--- config.mk ---
export PLATFORM = sky130hd
export DESIGN_NAME = range_dip_variance_classifier
export DESIGN_NICKNAME = d
export VERILOG_FILES = /design/src/sv/rdvc_pkg.sv /design/src/sv/range_dip_variance_classifier.sv /design/src/sv/rdvc_mul.sv /design/src/sv/rdvc_div.sv
export SDC_FILE = /design/constraint.sdc
export NUM_CORES = 1
export LEC_CHECK = 0
export ABC_AREA = 1
export BUFFER_PORTS_ARGS = -buffer_cell sky130_fd_sc_hd__buf_2
export CAP_MARGIN = 20
export CELL_PAD_IN_SITES_DETAIL_PLACEMENT = 1
export CELL_PAD_IN_SITES_GLOBAL_PLACEMENT = 1
export CORE_ASPECT_RATIO = 1.1
export CORE_UTILIZATION = 35
export DETAILED_ROUTE_END_ITERATION = 12
export PLACE_DENSITY_LB_ADDON = 0.25
export SLEW_MARGIN = 30
export SYNTH_ARGS = -nofsm -noshare
export SYNTH_HDL_FRONTEND = slang
export SYNTH_SLANG_ARGS = --single-unit
--- constraint.sdc ---
create_clock -name clk -period 13.3 [get_ports clk]
set_input_delay 1.33 -clock clk [delete_from_list [all_inputs] [get_ports clk]]
set_output_delay 1.33 -clock clk [all_outputs]
set_load 0.03 [all_outputs]
--- src/sv/rdvc_pkg.sv ---
// ----------------------------------------------------------------------------
// rdvc_pkg
// Shared widths, codes and sequencer states for the range dip classifier.
// ----------------------------------------------------------------------------
package rdvc_pkg;

    localparam int DIST_W           = 16;
    localparam int TIME_W           = 32;
    localparam int CAL_W            = 10;
    localparam int OFFSET_W         = 16;
    localparam int LIMIT_W          = 32;
    localparam int CFG_DATA_W       = 32;
    localparam int CFG_IDX_W        = 2;

    localparam int DIP_BUFFER_DEPTH = 256;
    localparam int DIP_CNT_W        = $clog2(DIP_BUFFER_DEPTH + 1);

    // calibration sum holds up to 2^CAL_W samples
    localparam int CSUM_W           = DIST_W + CAL_W;
    localparam int SUM_W            = DIST_W + DIP_CNT_W;
    localparam int SQ_W             = 2 * DIST_W + DIP_CNT_W;

    // serial multiplier: products n*Q, S*S and limit*n*n all fit here
    localparam int MUL_W            = 2 * DIST_W + 2 * DIP_CNT_W;
    localparam int MUL_B_W          = SUM_W;

    localparam int DIV_STEPS        = CSUM_W;
    localparam int DIV_CNT_W        = $clog2(DIV_STEPS + 1);

    localparam logic [CAL_W-1:0]    CALIB_COUNT_RST = CAL_W'(64);
    localparam logic [OFFSET_W-1:0] DIP_OFFSET_RST  = OFFSET_W'(160);
    localparam logic [TIME_W-1:0]   MIN_DUR_RST     = TIME_W'(500);
    localparam logic [LIMIT_W-1:0]  VAR_LIMIT_RST   = LIMIT_W'(2560);

    typedef enum logic [CFG_IDX_W-1:0] {
        CFG_CALIB_COUNT = 2'd0,
        CFG_DIP_OFFSET  = 2'd1,
        CFG_MIN_DUR     = 2'd2,
        CFG_VAR_LIMIT   = 2'd3
    } cfg_index_t;

    typedef enum logic [1:0] {
        VERDICT_NONE        = 2'd0,
        VERDICT_VEHICLE     = 2'd1,
        VERDICT_OTHER       = 2'd2,
        VERDICT_CALIBRATING = 2'd3
    } verdict_t;

    typedef enum logic [3:0] {
        ST_IDLE,
        ST_EVAL,
        ST_DIV,
        ST_SQ,
        ST_NQ,
        ST_SS,
        ST_LN,
        ST_LNN,
        ST_DONE
    } state_t;

endpackage

--- src/sv/range_dip_variance_classifier.sv ---
// ----------------------------------------------------------------------------
// range_dip_variance_classifier
// Baseline calibration, dip tracking and variance classification of range
// samples, built around a shared bit-serial multiplier and divider.
// ----------------------------------------------------------------------------
//
//  channel | signals                               | direction
//  --------+---------------------------------------+-----------
//  input   | in_valid, in_ready, distance, time_ms | sink
//  output  | out_valid, out_ready, verdict         | source
//  config  | cfg_valid, cfg_ready, cfg_index,      | sink
//          | cfg_data                              |
//
//  One transaction at a time runs through the sequencer; in_ready is high
//  only while it is idle. Work per sample, from input accept to result load:
//    calibration sample: accumulate; last calibration sample: 26-step divide;
//    dip sample: 16-bit square of the sample; other samples: no serial work;
//    end of dip: four serial products, one bit per cycle.
//  The serial multiplier works on one significant bit of its second operand
//  per cycle and stops once the remaining bits are zero.
//  A finished verdict waits in the output register; the next sample is
//  taken meanwhile and stalls at its own end only if that register is full.
//  Reset is asynchronous, active low; registers return to their reset
//  values and no clearing pass is needed. cfg_ready is always high.
//
module range_dip_variance_classifier
    import rdvc_pkg::*;
(
    input  logic                  clk,
    input  logic                  rst_n,
    input  logic                  in_valid,
    output logic                  in_ready,
    input  logic [DIST_W-1:0]     distance,
    input  logic [TIME_W-1:0]     time_ms,
    output logic                  out_valid,
    input  logic                  out_ready,
    output logic [1:0]            verdict,
    input  logic                  cfg_valid,
    output logic                  cfg_ready,
    input  logic [CFG_IDX_W-1:0]  cfg_index,
    input  logic [CFG_DATA_W-1:0] cfg_data
);

    // configuration
    logic [CAL_W-1:0]    calib_count_reg;
    logic [OFFSET_W-1:0] dip_offset_reg;
    logic [TIME_W-1:0]   min_dur_reg;
    logic [LIMIT_W-1:0]  var_limit_reg;

    // sequencer
    state_t state_reg;
    state_t state_next;

    // calibration state
    logic              calibrated_reg;
    logic [CSUM_W-1:0] calib_sum_reg;
    logic [CSUM_W-1:0] calib_sum_next;
    logic [CAL_W-1:0]  calib_seen_reg;
    logic [CAL_W-1:0]  calib_seen_next;
    logic [DIST_W-1:0] baseline_reg;

    // dip state: count, running sum and sum of squares
    logic                 dip_active_reg;
    logic [DIP_CNT_W-1:0] dip_samples_reg;
    logic [TIME_W-1:0]    dip_start_reg;
    logic [SUM_W-1:0]     dip_sum_reg;
    logic [SQ_W-1:0]      dip_sq_reg;

    // current sample and working values
    logic [DIST_W-1:0] d_reg;
    logic [TIME_W-1:0] t_reg;
    logic [MUL_W-1:0]  p1_reg;
    verdict_t          res_reg;

    // output register
    logic              out_valid_reg;
    logic [1:0]        verdict_reg;

    // decisions
    logic calib_end;
    logic below;
    logic dur_short;
    logic room;
    logic out_free;

    // serial units
    logic               mul_start;
    logic [MUL_W-1:0]   mul_a;
    logic [MUL_B_W-1:0] mul_b;
    logic               mul_done;
    logic [MUL_W-1:0]   mul_product;
    logic               div_start;
    logic               div_done;
    logic [DIST_W-1:0]  div_quotient;

    assign calib_sum_next  = calib_sum_reg + CSUM_W'(d_reg);
    assign calib_seen_next = calib_seen_reg + CAL_W'(1);
    // a wrap to zero means 1024 samples were seen
    assign calib_end       = (calib_seen_next == '0) || (calib_seen_next >= calib_count_reg);

    // d < baseline - offset, done without going negative
    assign below     = ({1'b0, d_reg} + {1'b0, dip_offset_reg}) < {1'b0, baseline_reg};
    assign dur_short = (t_reg - dip_start_reg) < min_dur_reg;
    assign room      = dip_samples_reg < DIP_CNT_W'(DIP_BUFFER_DEPTH);
    assign out_free  = !out_valid_reg || out_ready;

    // ------------------------------------------------------------------
    // configuration writes
    // ------------------------------------------------------------------
    assign cfg_ready = 1'b1;

    always_ff @(posedge clk or negedge rst_n)
    begin
        if (!rst_n)
        begin
            calib_count_reg <= CALIB_COUNT_RST;
            dip_offset_reg  <= DIP_OFFSET_RST;
            min_dur_reg     <= MIN_DUR_RST;
            var_limit_reg   <= VAR_LIMIT_RST;
        end
        else if (cfg_valid)
        begin
            case (cfg_index)
                CFG_CALIB_COUNT: calib_count_reg <= cfg_data[CAL_W-1:0];
                CFG_DIP_OFFSET:  dip_offset_reg  <= cfg_data[OFFSET_W-1:0];
                CFG_MIN_DUR:     min_dur_reg     <= cfg_data[TIME_W-1:0];
                CFG_VAR_LIMIT:   var_limit_reg   <= cfg_data[LIMIT_W-1:0];
                default:         ;
            endcase
        end
    end

    // ------------------------------------------------------------------
    // sequencer: next state
    // ------------------------------------------------------------------
    always_comb
    begin
        state_next = state_reg;
        case (state_reg)
            ST_IDLE:
            begin
                if (in_valid)
                begin
                    state_next = ST_EVAL;
                end
            end
            ST_EVAL:
            begin
                if (!calibrated_reg)
                begin
                    state_next = (calib_end && calib_seen_next != '0) ? ST_DIV : ST_DONE;
                end
                else if (below)
                begin
                    state_next = (!dip_active_reg || room) ? ST_SQ : ST_DONE;
                end
                else if (dip_active_reg && !dur_short)
                begin
                    state_next = ST_NQ;
                end
                else
                begin
                    state_next = ST_DONE;
                end
            end
            ST_DIV:  if (div_done) state_next = ST_DONE;
            ST_SQ:   if (mul_done) state_next = ST_DONE;
            ST_NQ:   if (mul_done) state_next = ST_SS;
            ST_SS:   if (mul_done) state_next = ST_LN;
            ST_LN:   if (mul_done) state_next = ST_LNN;
            ST_LNN:  if (mul_done) state_next = ST_DONE;
            ST_DONE: if (out_free) state_next = ST_IDLE;
            default: state_next = ST_IDLE;
        endcase
    end

    always_ff @(posedge clk or negedge rst_n)
    begin
        if (!rst_n)
        begin
            state_reg <= ST_IDLE;
        end
        else
        begin
            state_reg <= state_next;
        end
    end

    // ------------------------------------------------------------------
    // sequencer: unit starts and operand selection
    // ------------------------------------------------------------------
    always_comb
    begin
        in_ready  = 1'b0;
        div_start = 1'b0;
        mul_start = 1'b0;
        mul_a     = '0;
        mul_b     = '0;
        case (state_reg)
            ST_IDLE:
            begin
                in_ready = 1'b1;
            end
            ST_EVAL:
            begin
                if (!calibrated_reg)
                begin
                    div_start = calib_end && (calib_seen_next != '0);
                end
                else if (below)
                begin
                    // square of the new sample
                    mul_start = !dip_active_reg || room;
                    mul_a     = MUL_W'(d_reg);
                    mul_b     = MUL_B_W'(d_reg);
                end
                else
                begin
                    // n * Q
                    mul_start = dip_active_reg && !dur_short;
                    mul_a     = MUL_W'(dip_sq_reg);
                    mul_b     = MUL_B_W'(dip_samples_reg);
                end
            end
            ST_NQ:
            begin
                // S * S
                mul_start = mul_done;
                mul_a     = MUL_W'(dip_sum_reg);
                mul_b     = dip_sum_reg;
            end
            ST_SS:
            begin
                // limit * n
                mul_start = mul_done;
                mul_a     = MUL_W'(var_limit_reg);
                mul_b     = MUL_B_W'(dip_samples_reg);
            end
            ST_LN:
            begin
                // (limit * n) * n
                mul_start = mul_done;
                mul_a     = mul_product;
                mul_b     = MUL_B_W'(dip_samples_reg);
            end
            default: ;
        endcase
    end

    // ------------------------------------------------------------------
    // architectural state
    // ------------------------------------------------------------------
    always_ff @(posedge clk or negedge rst_n)
    begin
        if (!rst_n)
        begin
            calibrated_reg  <= 1'b0;
            calib_sum_reg   <= '0;
            calib_seen_reg  <= '0;
            baseline_reg    <= '0;
            dip_active_reg  <= 1'b0;
            dip_samples_reg <= '0;
            dip_start_reg   <= '0;
            dip_sum_reg     <= '0;
            dip_sq_reg      <= '0;
        end
        else
        begin
            case (state_reg)
                ST_EVAL:
                begin
                    if (!calibrated_reg)
                    begin
                        calib_sum_reg  <= calib_sum_next;
                        calib_seen_reg <= calib_seen_next;
                        if (calib_end)
                        begin
                            calibrated_reg <= 1'b1;
                            if (calib_seen_next == '0)
                            begin
                                baseline_reg <= '0;
                            end
                        end
                    end
                    else if (below)
                    begin
                        if (!dip_active_reg)
                        begin
                            // open a dip; the square is added in ST_SQ
                            dip_active_reg  <= 1'b1;
                            dip_start_reg   <= t_reg;
                            dip_samples_reg <= DIP_CNT_W'(1);
                            dip_sum_reg     <= SUM_W'(d_reg);
                            dip_sq_reg      <= '0;
                        end
                        else if (room)
                        begin
                            dip_samples_reg <= dip_samples_reg + DIP_CNT_W'(1);
                            dip_sum_reg     <= dip_sum_reg + SUM_W'(d_reg);
                        end
                        else
                        begin
                            // buffer full: drop the dip without a verdict
                            dip_active_reg <= 1'b0;
                        end
                    end
                    else
                    begin
                        dip_active_reg <= 1'b0;
                    end
                end
                ST_DIV:
                begin
                    if (div_done)
                    begin
                        baseline_reg <= div_quotient;
                    end
                end
                ST_SQ:
                begin
                    if (mul_done)
                    begin
                        dip_sq_reg <= dip_sq_reg + mul_product[SQ_W-1:0];
                    end
                end
                default: ;
            endcase
        end
    end

    // ------------------------------------------------------------------
    // working registers (no reset needed)
    // ------------------------------------------------------------------
    always_ff @(posedge clk)
    begin
        case (state_reg)
            ST_IDLE:
            begin
                if (in_valid)
                begin
                    d_reg <= distance;
                    t_reg <= time_ms;
                end
            end
            ST_EVAL:
            begin
                res_reg <= calibrated_reg ? VERDICT_NONE : VERDICT_CALIBRATING;
            end
            ST_NQ:
            begin
                if (mul_done)
                begin
                    p1_reg <= mul_product;
                end
            end
            ST_SS:
            begin
                // n*Q - S*S, never negative
                if (mul_done)
                begin
                    p1_reg <= p1_reg - mul_product;
                end
            end
            ST_LNN:
            begin
                if (mul_done)
                begin
                    res_reg <= (p1_reg <= mul_product) ? VERDICT_VEHICLE : VERDICT_OTHER;
                end
            end
            default: ;
        endcase
    end

    // ------------------------------------------------------------------
    // output register
    // ------------------------------------------------------------------
    always_ff @(posedge clk or negedge rst_n)
    begin
        if (!rst_n)
        begin
            out_valid_reg <= 1'b0;
        end
        else if (state_reg == ST_DONE && out_free)
        begin
            out_valid_reg <= 1'b1;
        end
        else if (out_ready)
        begin
            out_valid_reg <= 1'b0;
        end
    end

    always_ff @(posedge clk)
    begin
        if (state_reg == ST_DONE && out_free)
        begin
            verdict_reg <= res_reg;
        end
    end

    assign out_valid = out_valid_reg;
    assign verdict   = verdict_reg;

    // ------------------------------------------------------------------
    // serial units
    // ------------------------------------------------------------------
    rdvc_mul u_mul (
        .clk     (clk),
        .rst_n   (rst_n),
        .start   (mul_start),
        .a       (mul_a),
        .b       (mul_b),
        .done    (mul_done),
        .product (mul_product)
    );

    rdvc_div u_div (
        .clk      (clk),
        .rst_n    (rst_n),
        .start    (div_start),
        .dividend (calib_sum_next),
        .divisor  (calib_seen_next),
        .done     (div_done),
        .quotient (div_quotient)
    );

`ifndef SYNTHESIS
    a_dip_after_calib: assert property (@(posedge clk) disable iff (!rst_n)
        dip_active_reg |-> calibrated_reg)
        else $error("dip open before calibration finished");

    a_dip_count_range: assert property (@(posedge clk) disable iff (!rst_n)
        dip_active_reg |-> (dip_samples_reg != '0 &&
                            dip_samples_reg <= DIP_CNT_W'(DIP_BUFFER_DEPTH)))
        else $error("dip sample count out of range");

    a_div_done_state: assert property (@(posedge clk) disable iff (!rst_n)
        div_done |-> state_reg == ST_DIV)
        else $error("divider finished outside its state");

    a_result_after_work: assert property (@(posedge clk) disable iff (!rst_n)
        (state_reg == ST_DONE && out_free) |=> out_valid_reg && state_reg == ST_IDLE)
        else $error("result not loaded on completion");
`endif

endmodule

--- src/sv/rdvc_mul.sv ---
// ----------------------------------------------------------------------------
// rdvc_mul
// Shift-add multiplier, one multiplier bit per cycle, stops when the
// remaining multiplier bits are all zero.
// ----------------------------------------------------------------------------
module rdvc_mul
    import rdvc_pkg::*;
(
    input  logic               clk,
    input  logic               rst_n,
    input  logic               start,
    input  logic [MUL_W-1:0]   a,
    input  logic [MUL_B_W-1:0] b,
    output logic               done,
    output logic [MUL_W-1:0]   product
);

    logic               run_reg;
    logic [MUL_W-1:0]   a_reg;
    logic [MUL_B_W-1:0] b_reg;
    logic [MUL_W-1:0]   acc_reg;

    always_ff @(posedge clk or negedge rst_n)
    begin
        if (!rst_n)
        begin
            run_reg <= 1'b0;
        end
        else if (start)
        begin
            run_reg <= 1'b1;
        end
        else if (run_reg && b_reg == '0)
        begin
            run_reg <= 1'b0;
        end
    end

    always_ff @(posedge clk)
    begin
        if (start)
        begin
            a_reg   <= a;
            b_reg   <= b;
            acc_reg <= '0;
        end
        else if (run_reg && b_reg != '0)
        begin
            if (b_reg[0])
            begin
                acc_reg <= acc_reg + a_reg;
            end
            a_reg <= {a_reg[MUL_W-2:0], 1'b0};
            b_reg <= {1'b0, b_reg[MUL_B_W-1:1]};
        end
    end

    assign done    = run_reg && (b_reg == '0);
    assign product = acc_reg;

endmodule

--- src/sv/rdvc_div.sv ---
// ----------------------------------------------------------------------------
// rdvc_div
// Restoring divider for the baseline average, one quotient bit per cycle.
// ----------------------------------------------------------------------------
module rdvc_div
    import rdvc_pkg::*;
(
    input  logic              clk,
    input  logic              rst_n,
    input  logic              start,
    input  logic [CSUM_W-1:0] dividend,
    input  logic [CAL_W-1:0]  divisor,
    output logic              done,
    output logic [DIST_W-1:0] quotient
);

    logic                 run_reg;
    logic [DIV_CNT_W-1:0] cnt_reg;
    logic [CAL_W-1:0]     rem_reg;
    logic [CSUM_W-1:0]    quo_reg;
    logic [CAL_W-1:0]     divisor_reg;
    logic [CAL_W:0]       trial;
    logic [CAL_W:0]       trial_sub;
    logic                 fits;

    assign trial     = {rem_reg, quo_reg[CSUM_W-1]};
    assign trial_sub = trial - {1'b0, divisor_reg};
    assign fits      = trial >= {1'b0, divisor_reg};

    always_ff @(posedge clk or negedge rst_n)
    begin
        if (!rst_n)
        begin
            run_reg <= 1'b0;
        end
        else if (start)
        begin
            run_reg <= 1'b1;
        end
        else if (done)
        begin
            run_reg <= 1'b0;
        end
    end

    always_ff @(posedge clk)
    begin
        if (start)
        begin
            cnt_reg     <= '0;
            rem_reg     <= '0;
            quo_reg     <= dividend;
            divisor_reg <= divisor;
        end
        else if (run_reg && !done)
        begin
            cnt_reg <= cnt_reg + DIV_CNT_W'(1);
            rem_reg <= fits ? trial_sub[CAL_W-1:0] : trial[CAL_W-1:0];
            quo_reg <= {quo_reg[CSUM_W-2:0], fits};
        end
    end

    assign done     = run_reg && (cnt_reg == DIV_CNT_W'(DIV_STEPS));
    // an average of 16-bit samples always fits 16 bits
    assign quotient = quo_reg[DIST_W-1:0];

endmodule
---- Word level (Yosys, flattened, before mapping) ----
Cells that the tools add are included.
cells by class
  $add $sub $neg .......................... 11
  $mul .................................... 0
  divide/modulo/power cells ............... 0
  order comparisons ....................... 6
  eq/ne operators ......................... 28
  shift-type cells ........................ 0
  muxes and demuxes ....................... 64
  bitwise operators ....................... 2
  reductions and logical operators ........ 47
operators by type and width
  cell                                          count
  2-to-1 mux 41 bit                             6
  2-to-1 mux 50 bit                             4
  one-hot mux 50 bit (4 select lines)           1
  2-to-1 mux 25 bit                             4
  one-hot mux 50 bit (2 select lines)           1
  2-to-1 mux 16 bit                             6
  one-hot mux 41 bit (2 select lines)           1
  one-hot mux 25 bit (3 select lines)           1
  2-to-1 mux 26 bit                             2
  adder 50 bit                                  1
  less-or-equal comparator 50 bit               1
  subtractor 50 bit                             1
  2-to-1 mux 4 bit                              12
  adder 41 bit                                  1
  < comparator 32 bit                           1
  one-hot mux 16 bit (2 select lines)           1
  one-hot mux 4 bit (8 select lines)            1
  subtractor 32 bit                             1
  adder 26 x 16 -> 26 bit                       1
  inequality test 2 bit, second input constant  13
  adder 25 x 16 -> 25 bit                       1
  zero test 25 bit                              1
  nonzero test 25 bit                           1
  2-to-1 mux 9 bit                              2
  other kinds (38)                              93
storage, ports and cells
  bits in registers ....................... 536
  latch bits .............................. 0
  bits in writable memories ............... 0
  memory bits (read-only) ................. 0
  input port bits ......................... 87
  output and inout port bits .............. 5
  logic and storage cells ................. 187
  memories ................................ 0

---- Logic depth before layout (Yosys ltp) ----
Gate-level depths: netlist of the first run.
  depth after elaboration ................. 8
  gate-level depth with buffers ........... 29
  depth with buffers taken out ............ 29

---- Cells and area by module ----
Synthesis of the first run repeated with hierarchy kept, for this count alone.
second synthesis, totals
  cells, all modules ...................... 5622
  area, all modules ....................... 39756.9 um^2
modules (own cells, without submodules)
  module                         instances  cells an instance  area each (um^2)  seq. area each (um^2)
  range_dip_variance_classifier  1          3815               27457.6           9482.8
  rdvc_mul                       1          1453               9401.5            3278.1
  rdvc_div                       1          354                2897.8            1406.3

---- Worst setup path after synthesis of the first run ----
Ideal clock, no wire load.
  path kind ............................... register to register
  start ................................... reg t_reg[0]
  end ..................................... reg u_mul.a_reg[0] (enable)
  library setup time ...................... 436 ps
  arrival ................................. 5009 ps
  data required time ...................... 12864 ps
  slack ................................... 7856 ps
  stages on the path, launching flop included .. 29
  path buffers ............................ 1
  clock period less this slack ............ 5444 ps
  path through ............................ edfxtp_1 > inv_1 > ha_1 > inv_1 > fa_1 > nand3_1 > nand2_1 > nand3_1 > nand2_1 > nand3_1 > nand2_1 > a21oi_1 > o21ai_0 > nand4_1 > nand2_1 > nand2_1 > nand2_1 > ha_1 > nand2_1 > nor2_1 > nand2_1 > nor4_1 > nand2_1 > a21oi_1 > nand3_1 > nand3_2 > buf_4 > inv_2 > nand2_1
on the way
  longest elaborated chain between the ends .. 8
ends and longest elaborated chain
  item                                RTL line                              RTL
  start: declaration                  range_dip_variance_classifier.sv:71   logic [TIME_W-1:0] t_reg;
  start signal: assignment            range_dip_variance_classifier.sv:342  t_reg <= time_ms;
  subtractor 32 bit                   range_dip_variance_classifier.sv:103  assign dur_short = (t_reg - dip_start_reg) < min_dur_reg;
  < comparator 32 bit                 range_dip_variance_classifier.sv:103
  zero test 1 bit                     range_dip_variance_classifier.sv:220  mul_start = dip_active_reg && !dur_short;
  logical AND 1 bit                   range_dip_variance_classifier.sv:220
  2-to-1 mux 1 bit                    range_dip_variance_classifier.sv:210  else if (below)
  2-to-1 mux 1 bit                    range_dip_variance_classifier.sv:206  if (!calibrated_reg)
  one-hot mux 1 bit (2 select lines)  range_dip_variance_classifier.sv:199  case (state_reg)
  nonzero test 2 bit (no line)        --
  end signal: assignment              rdvc_mul.sv:53                        a_reg <= {a_reg[MUL_W-2:0], 1'b0};
  end: declaration                    rdvc_mul.sv:19                        logic [MUL_W-1:0] a_reg;
No other way between the ends.
A chain may end at the register's enable or synchronous reset.

---- Final worst setup path of the first run ----
  start ................................... reg d_reg[3]
  end ..................................... reg u_mul.a_reg[17] (data pin)
on the way
  longest elaborated chain between the ends .. 6
  elaborated cells between the ends (all ways) .. 9
  classes of those cells .................. add/sub (1); order compare (1); mux (7)
ends and longest elaborated chain
  item                                                                                              RTL line                              RTL
  start: declaration                                                                                range_dip_variance_classifier.sv:70   logic [DIST_W-1:0] d_reg;
  start signal: assignment                                                                          range_dip_variance_classifier.sv:341  d_reg <= distance;
  adder 16 x 16 -> 17 bit (*)                                                                       range_dip_variance_classifier.sv:102  assign below = ({1'b0, d_reg} + {1'b0, dip_offset_reg}) < {1'b0, baseline_reg};
  < comparator 17 x 16 -> 1 bit (*)                                                                 range_dip_variance_classifier.sv:102
  2-to-1 mux 41 bit / 2-to-1 mux 1 bit (equally long branches)                                      range_dip_variance_classifier.sv:210
  2-to-1 mux 41 bit / 2-to-1 mux 1 bit (equally long branches)                                      range_dip_variance_classifier.sv:206
  one-hot mux 50 bit (4 select lines) / one-hot mux 1 bit (2 select lines) (equally long branches)  range_dip_variance_classifier.sv:199
  2-to-1 mux 50 bit (*)                                                                             rdvc_mul.sv:41                        if (start)
Mark *: on every way between the ends. The rest lies on a longest branch, timed or not.

==> results_dict.tcl, run 1 <==
set metrics [dict create \
    power_density_nw_per_um2 247.3 \
    routed_via_density 5.355 \
    area_enclosed_by_the_die_boundary_um2 112100 \
    crit_required_ns 13.81 \
    timing.rr.start "d_reg[3]" \
    total_grt_usage 0.2618 \
    worstPathMaxFanout 76 \
    cp-startpoint "d_reg[3]" \
    hold_ws_ns 0.4252 \
    final_hold_viol_count 0 \
    period_minus_ws_final_ns 6.103 \
    nNetsFinal 5804 \
    layout.cell_area.non_filler_um2 43160 \
    period_share 0.4589 \
    layout-drive-gt1-share 0.06098 \
    cp-start-kind "flop" \
    drc_errors 0 \
    cts-resized-gates 0 \
    worst-setup-path-type "reg -> reg" \
    finalPower_uw 10670 \
    initial_core_utilization 0.3546 \
    endpoint_kind "flop" \
    gp_congestion 0.9937 \
    clock_skew_ns 0.02167 \
    timing_max_transition_violations_final 0 \
    async_reset_ff_frac 0.4813 \
    clkSlewWorstSetupHoldPaths_ns 0.06 \
    cts_root_buf "clkbuf_16" \
    detail_route.wirelength_mm 147.2 \
    gr-total-overflow 0 \
    tritoncts.num_buffers 69 \
    grt_pass1_wl_mm 227.7 \
    avgSynthCellArea_um2 7.232 \
    synth-main-ff-cell "dfrtp_1" \
    ios 92 \
    ys.warnings.count 0 \
    first_iter_violations 2192 \
    placementRows 127 \
    number_of_iterations_in_the_first_detailed_routing_pass 7 \
    post_dp_cell_area_um2 40800 \
    initial_antenna_violation_count 5 \
    tritoncts_num_sinks 536 \
    grt_max_degree 91 \
    critical_path.endpoint "u_mul.a_reg[17]" \
    grt_pass1_vias 37820 \
    cts_post_setup_buffers_inserted 0 \
    core_region_area_um2 109300 \
    timing.setup.tns_ns 0 \
    max_slew_margin_vs_limit 0.3644 \
    synthesis.instances 5360 \
    reg2reg_slack_ns 7.20 \
    drt.antenna.violating_nets 0 \
    grt_setup_unrepaired "false" \
    edff_count_synth 213 \
    report.final.setup_viol 0 \
    die_w_um 319.3 \
    run_status "finished, final reports clean" \
    reg2reg_to "u_mul.a_reg[17]" \
    clk-insertion-delay-late_ns 0.66 \
    detailedPlacementHpwl_mm 114.0 \
    worst-endpoint-arrival_ns 6.61 \
    die_h_um 351.0 \
    worst-slew-pin-transition_ns 0.9533 \
    via_count 36940 \
    syn-num-nets 5743 \
    cap_violations 0 \
    wire_per_inst_um 21.34 \
    vdd_drop_max_v 0.0001068 \
    io_buffers 90 \
    register_bit_count_reported_by_yosys 536 \
    tritoncts "built" \
    achievable-frequency_mhz 163.9 \
    synthDistinctLibCells 55 \
    max-clock-path-buffers 3 \
    post_cts_hold_buffer_count 0 \
    synth_seq_area_share 0.3655 \
    holdCritPathClass "reg -> reg" \
    clock_tree.htree_level_count 3 \
    syn_to_final_growth_pct 11.33 \
    leakagePower_uw 0.02006 \
    post_synth_instance_area_um2 38760 \
    reg2reg_depth 23 \
]
[kinds of logic after synthesis]
kind of cell,share of synthesized area
DFF,0.3655
buffers and inverters,0.07882
adders and majority gates,0.09709
xor gates and xnor gates,0.03683
and+or+nand+nor,0.2767
AOI/OAI and AO/OA,0.1450
other,0.00009674
[worst max-delay path, stage by stage (launching register included)]
cell and delay (ns):
edfxtp_1 0.52, ha_1 0.43, a21oi_1 0.25, o21ai_1 0.11, a21oi_1 0.24, o21bai_1 0.12
xor2_1 0.16, ha_1 0.30, nand2_1 0.07, nor2_1 0.14, nand3_1 0.10, nand3_1 0.12
nand2_1 0.07, nand2_1 0.07, nand2_1 0.05, nand2_1 0.13, nand2_1 0.34, nand3_4 0.14
buf_4 0.56, nand3_4 0.25, nand3_4 0.56, buf_4 0.81, nand2_1 0.16, nand2_1 0.11
[cell type report]
cell class | count | area [µm²]
fillers | 13720 | 66170
multi-input cells | 4040 | 21640
flip-flops and latches | 536 | 14170
inverters | 634 | 2380
clock buffers | 93 | 1888
well taps | 1419 | 1775
repair buffers | 140 | 847.1
clock inverters | 34 | 455.4
diodes | 2 | 5.005
[worst min path at each step]
| stage | startpoint | to | slack, ns | depth (start not counted) |
|---|---|---|---|---|
| finish | res_reg[1] | verdict[1] | 0.43 | 0 |
| global route | res_reg[1] | verdict[1] | 0.44 | 0 |
| CTS | res_reg[1] | verdict[1] | 0.43 | 0 |
| detailed placement | res_reg[1] | verdict[1] | 0.41 | 0 |
| global placement | res_reg[0] | verdict[0] | 0.43 | 0 |
| floorplan | res_reg[0] | verdict[0] | 0.40 | 0 |
[routing by layer]
metal | vias up | track usage | wire length, µm
li1 | 18000 | - | -
met1 | 18120 | 0.3413 | 66040
met2 | 645 | 0.4551 | 71360
met3 | 178 | 0.02677 | 5642
met4 | 2 | 0.07947 | 4120
met5 | - | 0 | 20
[power by group]
group	internal [µW]	switching, µW	leakage [µW]	total [µW]
sequential	2310	425	0.00599	2740
clock	1170	827	0.00113	1990
combinational	1920	4030	0.0129	5940
[stage by stage]
| step | std cells | utilization | setup WS (ns) |
|---|---|---|---|
| after global routing | 6897 | 0.3947 | 6.794 |
| after global placement | 6769 | 0.3731 | 7.151 |
| after detailed placement | 6769 | 0.3732 | 7.303 |
| after CTS | 6896 | 0.3946 | 7.279 |
| after floorplan | 5360 | - | 7.856 |
| final | 6898 | 0.3948 | 7.197 |
[layout by cell type (no fill, tap or decap), types with 6 or more instances in the layout]
cell type and count:
a21boi_0 17, a21o_1 25, a21oi_1 376, a221oi_1 21
a31oi_1 27, and3_1 9, buf_2 89, buf_4 47
bufinv_16 8, clkbuf_1 18, clkbuf_16 70, clkinv_1 8
clkinv_2 7, dfrtp_1 247, dfstp_2 11, dfxtp_1 65
edfxtp_1 213, fa_1 8, ha_1 288, inv_1 624
inv_2 8, nand2_1 1497, nand3_1 302, nand4_1 151
nor2_1 435, nor3_1 56, nor4_1 25, o211ai_1 13
o21a_1 22, o21ai_0 463, o21bai_1 36, o31ai_1 6
or2_2 45, xnor2_1 43, xor2_1 120
[cells in the mapped netlist (8+ instances only)]
cell      count  area [µm²]
nor2_1      437        1640
nor3_1       57       285.3
buf_1        11       41.29
dfstp_2      11       289.0
xor2_1      120        1051
buf_2        45       225.2
and3_1        9       56.30
inv_1       625        2346
a21o_1       25       187.7
ha_1        288        3603
clkbuf_1     82       307.8
o211ai_1     13       97.59
o21a_1       22       165.2
dfxtp_1      65        1301
nor4_1       25       156.4
a21boi_0     17       127.6
nand3_1     306        1531
or2_2        45       281.5
o21bai_1     36       270.3
nand2_1    1500        5630
a221oi_1     21       183.9
a31oi_1      27       168.9
buf_4         9       67.56
a21oi_1     377        1887
nand4_1     151       944.7
fa_1          8       160.2
xnor2_1      43       376.6
o21ai_0     463        2317
dfrtp_1     247        6181
edfxtp_1    213        6396
Note: power is estimated with default switching activity, not from simulation.
==> inputs of run 2 (changes only) <==
Clock period 13.3 ns to 5.7 ns, I/O delays scaled along.
==> results_dict.tcl, run 2 (synthesized netlist as in run 1, its figures left out) <==
set metrics [dict create \
    report.final.setup_viol 0 \
    die_w_um 319.3 \
    placementRows 127 \
    vdd_drop_max_v 0.0002639 \
    wire_per_inst_um 21.25 \
    cts_root_buf "clkbuf_16" \
    worst-setup-path-type "reg -> reg" \
    fin_ws_ns 0.4420 \
    run_status "finished, final reports clean" \
    max_slew_margin_vs_limit 0.3520 \
    drt.antenna.violating_nets 0 \
    timing.setup.tns_ns 0 \
    area_enclosed_by_the_die_boundary_um2 112100 \
    leakagePower_uw 0.02014 \
    max-clock-path-buffers 3 \
    worstPathMaxFanout 124 \
    cap_violations 0 \
    layout.cell_area.non_filler_um2 43280 \
    post_dp_cell_area_um2 40900 \
    total_grt_usage 0.2595 \
    cp-start-kind "flop" \
    ios 92 \
    grt_pass1_vias 37820 \
    first_iter_violations 2290 \
    detailedPlacementHpwl_mm 113.6 \
    clkSlewWorstSetupHoldPaths_ns 0.06 \
    clock_tree.htree_level_count 3 \
    grt_setup_unrepaired "false" \
    nNetsFinal 5814 \
    period_share 0.9225 \
    initial_antenna_violation_count 6 \
    clock_skew_ns 0.02659 \
    io_buffers 90 \
    layout-drive-gt1-share 0.06433 \
    timing_max_transition_violations_final 0 \
    detail_route.wirelength_mm 146.8 \
    layout.cells.most_common "nand2_1" \
    syn_to_final_growth_pct 11.66 \
    die_h_um 351.0 \
    layout.cells.most_common_list "nand2_1 (1497), inv_1 (624), o21ai_0 (463)" \
    worst-slew-pin-transition_ns 0.9618 \
    final_hold_viol_count 0 \
    grt_pass1_wl_mm 224.9 \
    tritoncts "built" \
    tritoncts_num_sinks 536 \
    core_region_area_um2 109300 \
    gp_congestion 0.9507 \
    drc_errors 0 \
    grt_max_degree 125 \
    via_count 36930 \
    gr-total-overflow 0 \
    holdCritPathClass "in -> reg" \
    period_minus_ws_final_ns 5.258 \
    worst-endpoint-arrival_ns 5.75 \
    crit_required_ns 6.19 \
    power_density_nw_per_um2 577.2 \
    endpoint_kind "flop" \
    place_worst_setup_slack_ns 0.5152 \
    routed_via_density 5.345 \
    number_of_iterations_in_the_first_detailed_routing_pass 6 \
    initial_core_utilization 0.3546 \
    tritoncts.num_buffers 69 \
    clk-insertion-delay-late_ns 0.65 \
    achievable-frequency_mhz 190.2 \
]
[run 2: path summary, 6_finish.rpt]
path / start / to / slack (ns) / cells after the start
worst max-delay path: t_reg[2] / u_mul.a_reg[41] / 0.44 / 25
worst min-delay path: time_ms[30] / t_reg[30] / 0.09 / 1
worst max register to register: t_reg[2] / u_mul.a_reg[41] / 0.44 / 25
worst min register to register: res_reg[1] / verdict[1] / 0.43 / 0
max in group asynchronous: rst_n / dip_offset_reg[0] / 3.63 / 3
min in group asynchronous: rst_n / dip_start_reg[11] / 0.54 / 2
[run 2: critical path: stages (launching register included)]
cell and delay, ns:
edfxtp_1 0.39, ha_1 0.35, a21oi_1 0.20, nand2_1 0.12, a21oi_1 0.34, o21bai_1 0.22
nand3_1 0.12, nand3_1 0.16, nand2_1 0.11, o211ai_1 0.12, nand2_1 0.11, nand2_1 0.06
nand2_1 0.06, nand2_1 0.05, ha_1 0.30, nand2_1 0.07, nor2_1 0.14, nand2_1 0.10
nor4_1 0.17, nand2_1 0.08, a21oi_1 0.27, nand3_4 0.40, nand3_4 0.25, buf_12 0.37
nand2_1 0.17, nand2_1 0.12
[run 2: power by group]
part	leakage, µW	internal, µW	switching, µW	total [µW]
clock	0.00114	2730	1930	4660
sequential	0.00599	5390	985	6380
combinational	0.0130	4530	9410	13900
[run 2: per-layer routing]
metal,wire (µm),up-vias,GRT usage,share of wire
met5,0,-,0,0
li1,-,18020,-,-
met1,65780,18060,0.3335,0.45
met2,70210,663,0.4457,0.48
met3,5513,195,0.02896,0.038
met4,5323,0,0.09920,0.036
[run 2: per-stage QoR]
| step | cells | util | hold slack (ns) | total power (µW) |
|---|---|---|---|---|
| after floorplan | 5360 | - | 0.2744 | 15670 |
| after global placement | 6777 | 0.3740 | 0.4121 | 19960 |
| after detailed placement | 6777 | 0.3742 | 0.4101 | 20300 |
| after CTS | 6905 | 0.3957 | 0.05656 | 25130 |
| after global routing | 6908 | 0.3959 | 0.07864 | 26980 |
| final | 6909 | 0.3959 | 0.09480 | 24980 |
[run 2: timing repair]
item	4_1_cts	5_1_grt
endpoints found under the hold margin	17	0
hold buffers	1	0
resized for setup	0	0
buffers inserted	0	0
[run 2: layout make-up]
class                   instances  area [µm²]
inverters                     634        2380
flip-flops and latches        536       14170
fillers                     13730       66040
diodes                          3       7.507
well taps                    1419        1775
clock inverters                39       451.7
clock buffers                  88        1891
repair buffers                150       958.4
multi-input cells            4040       21650
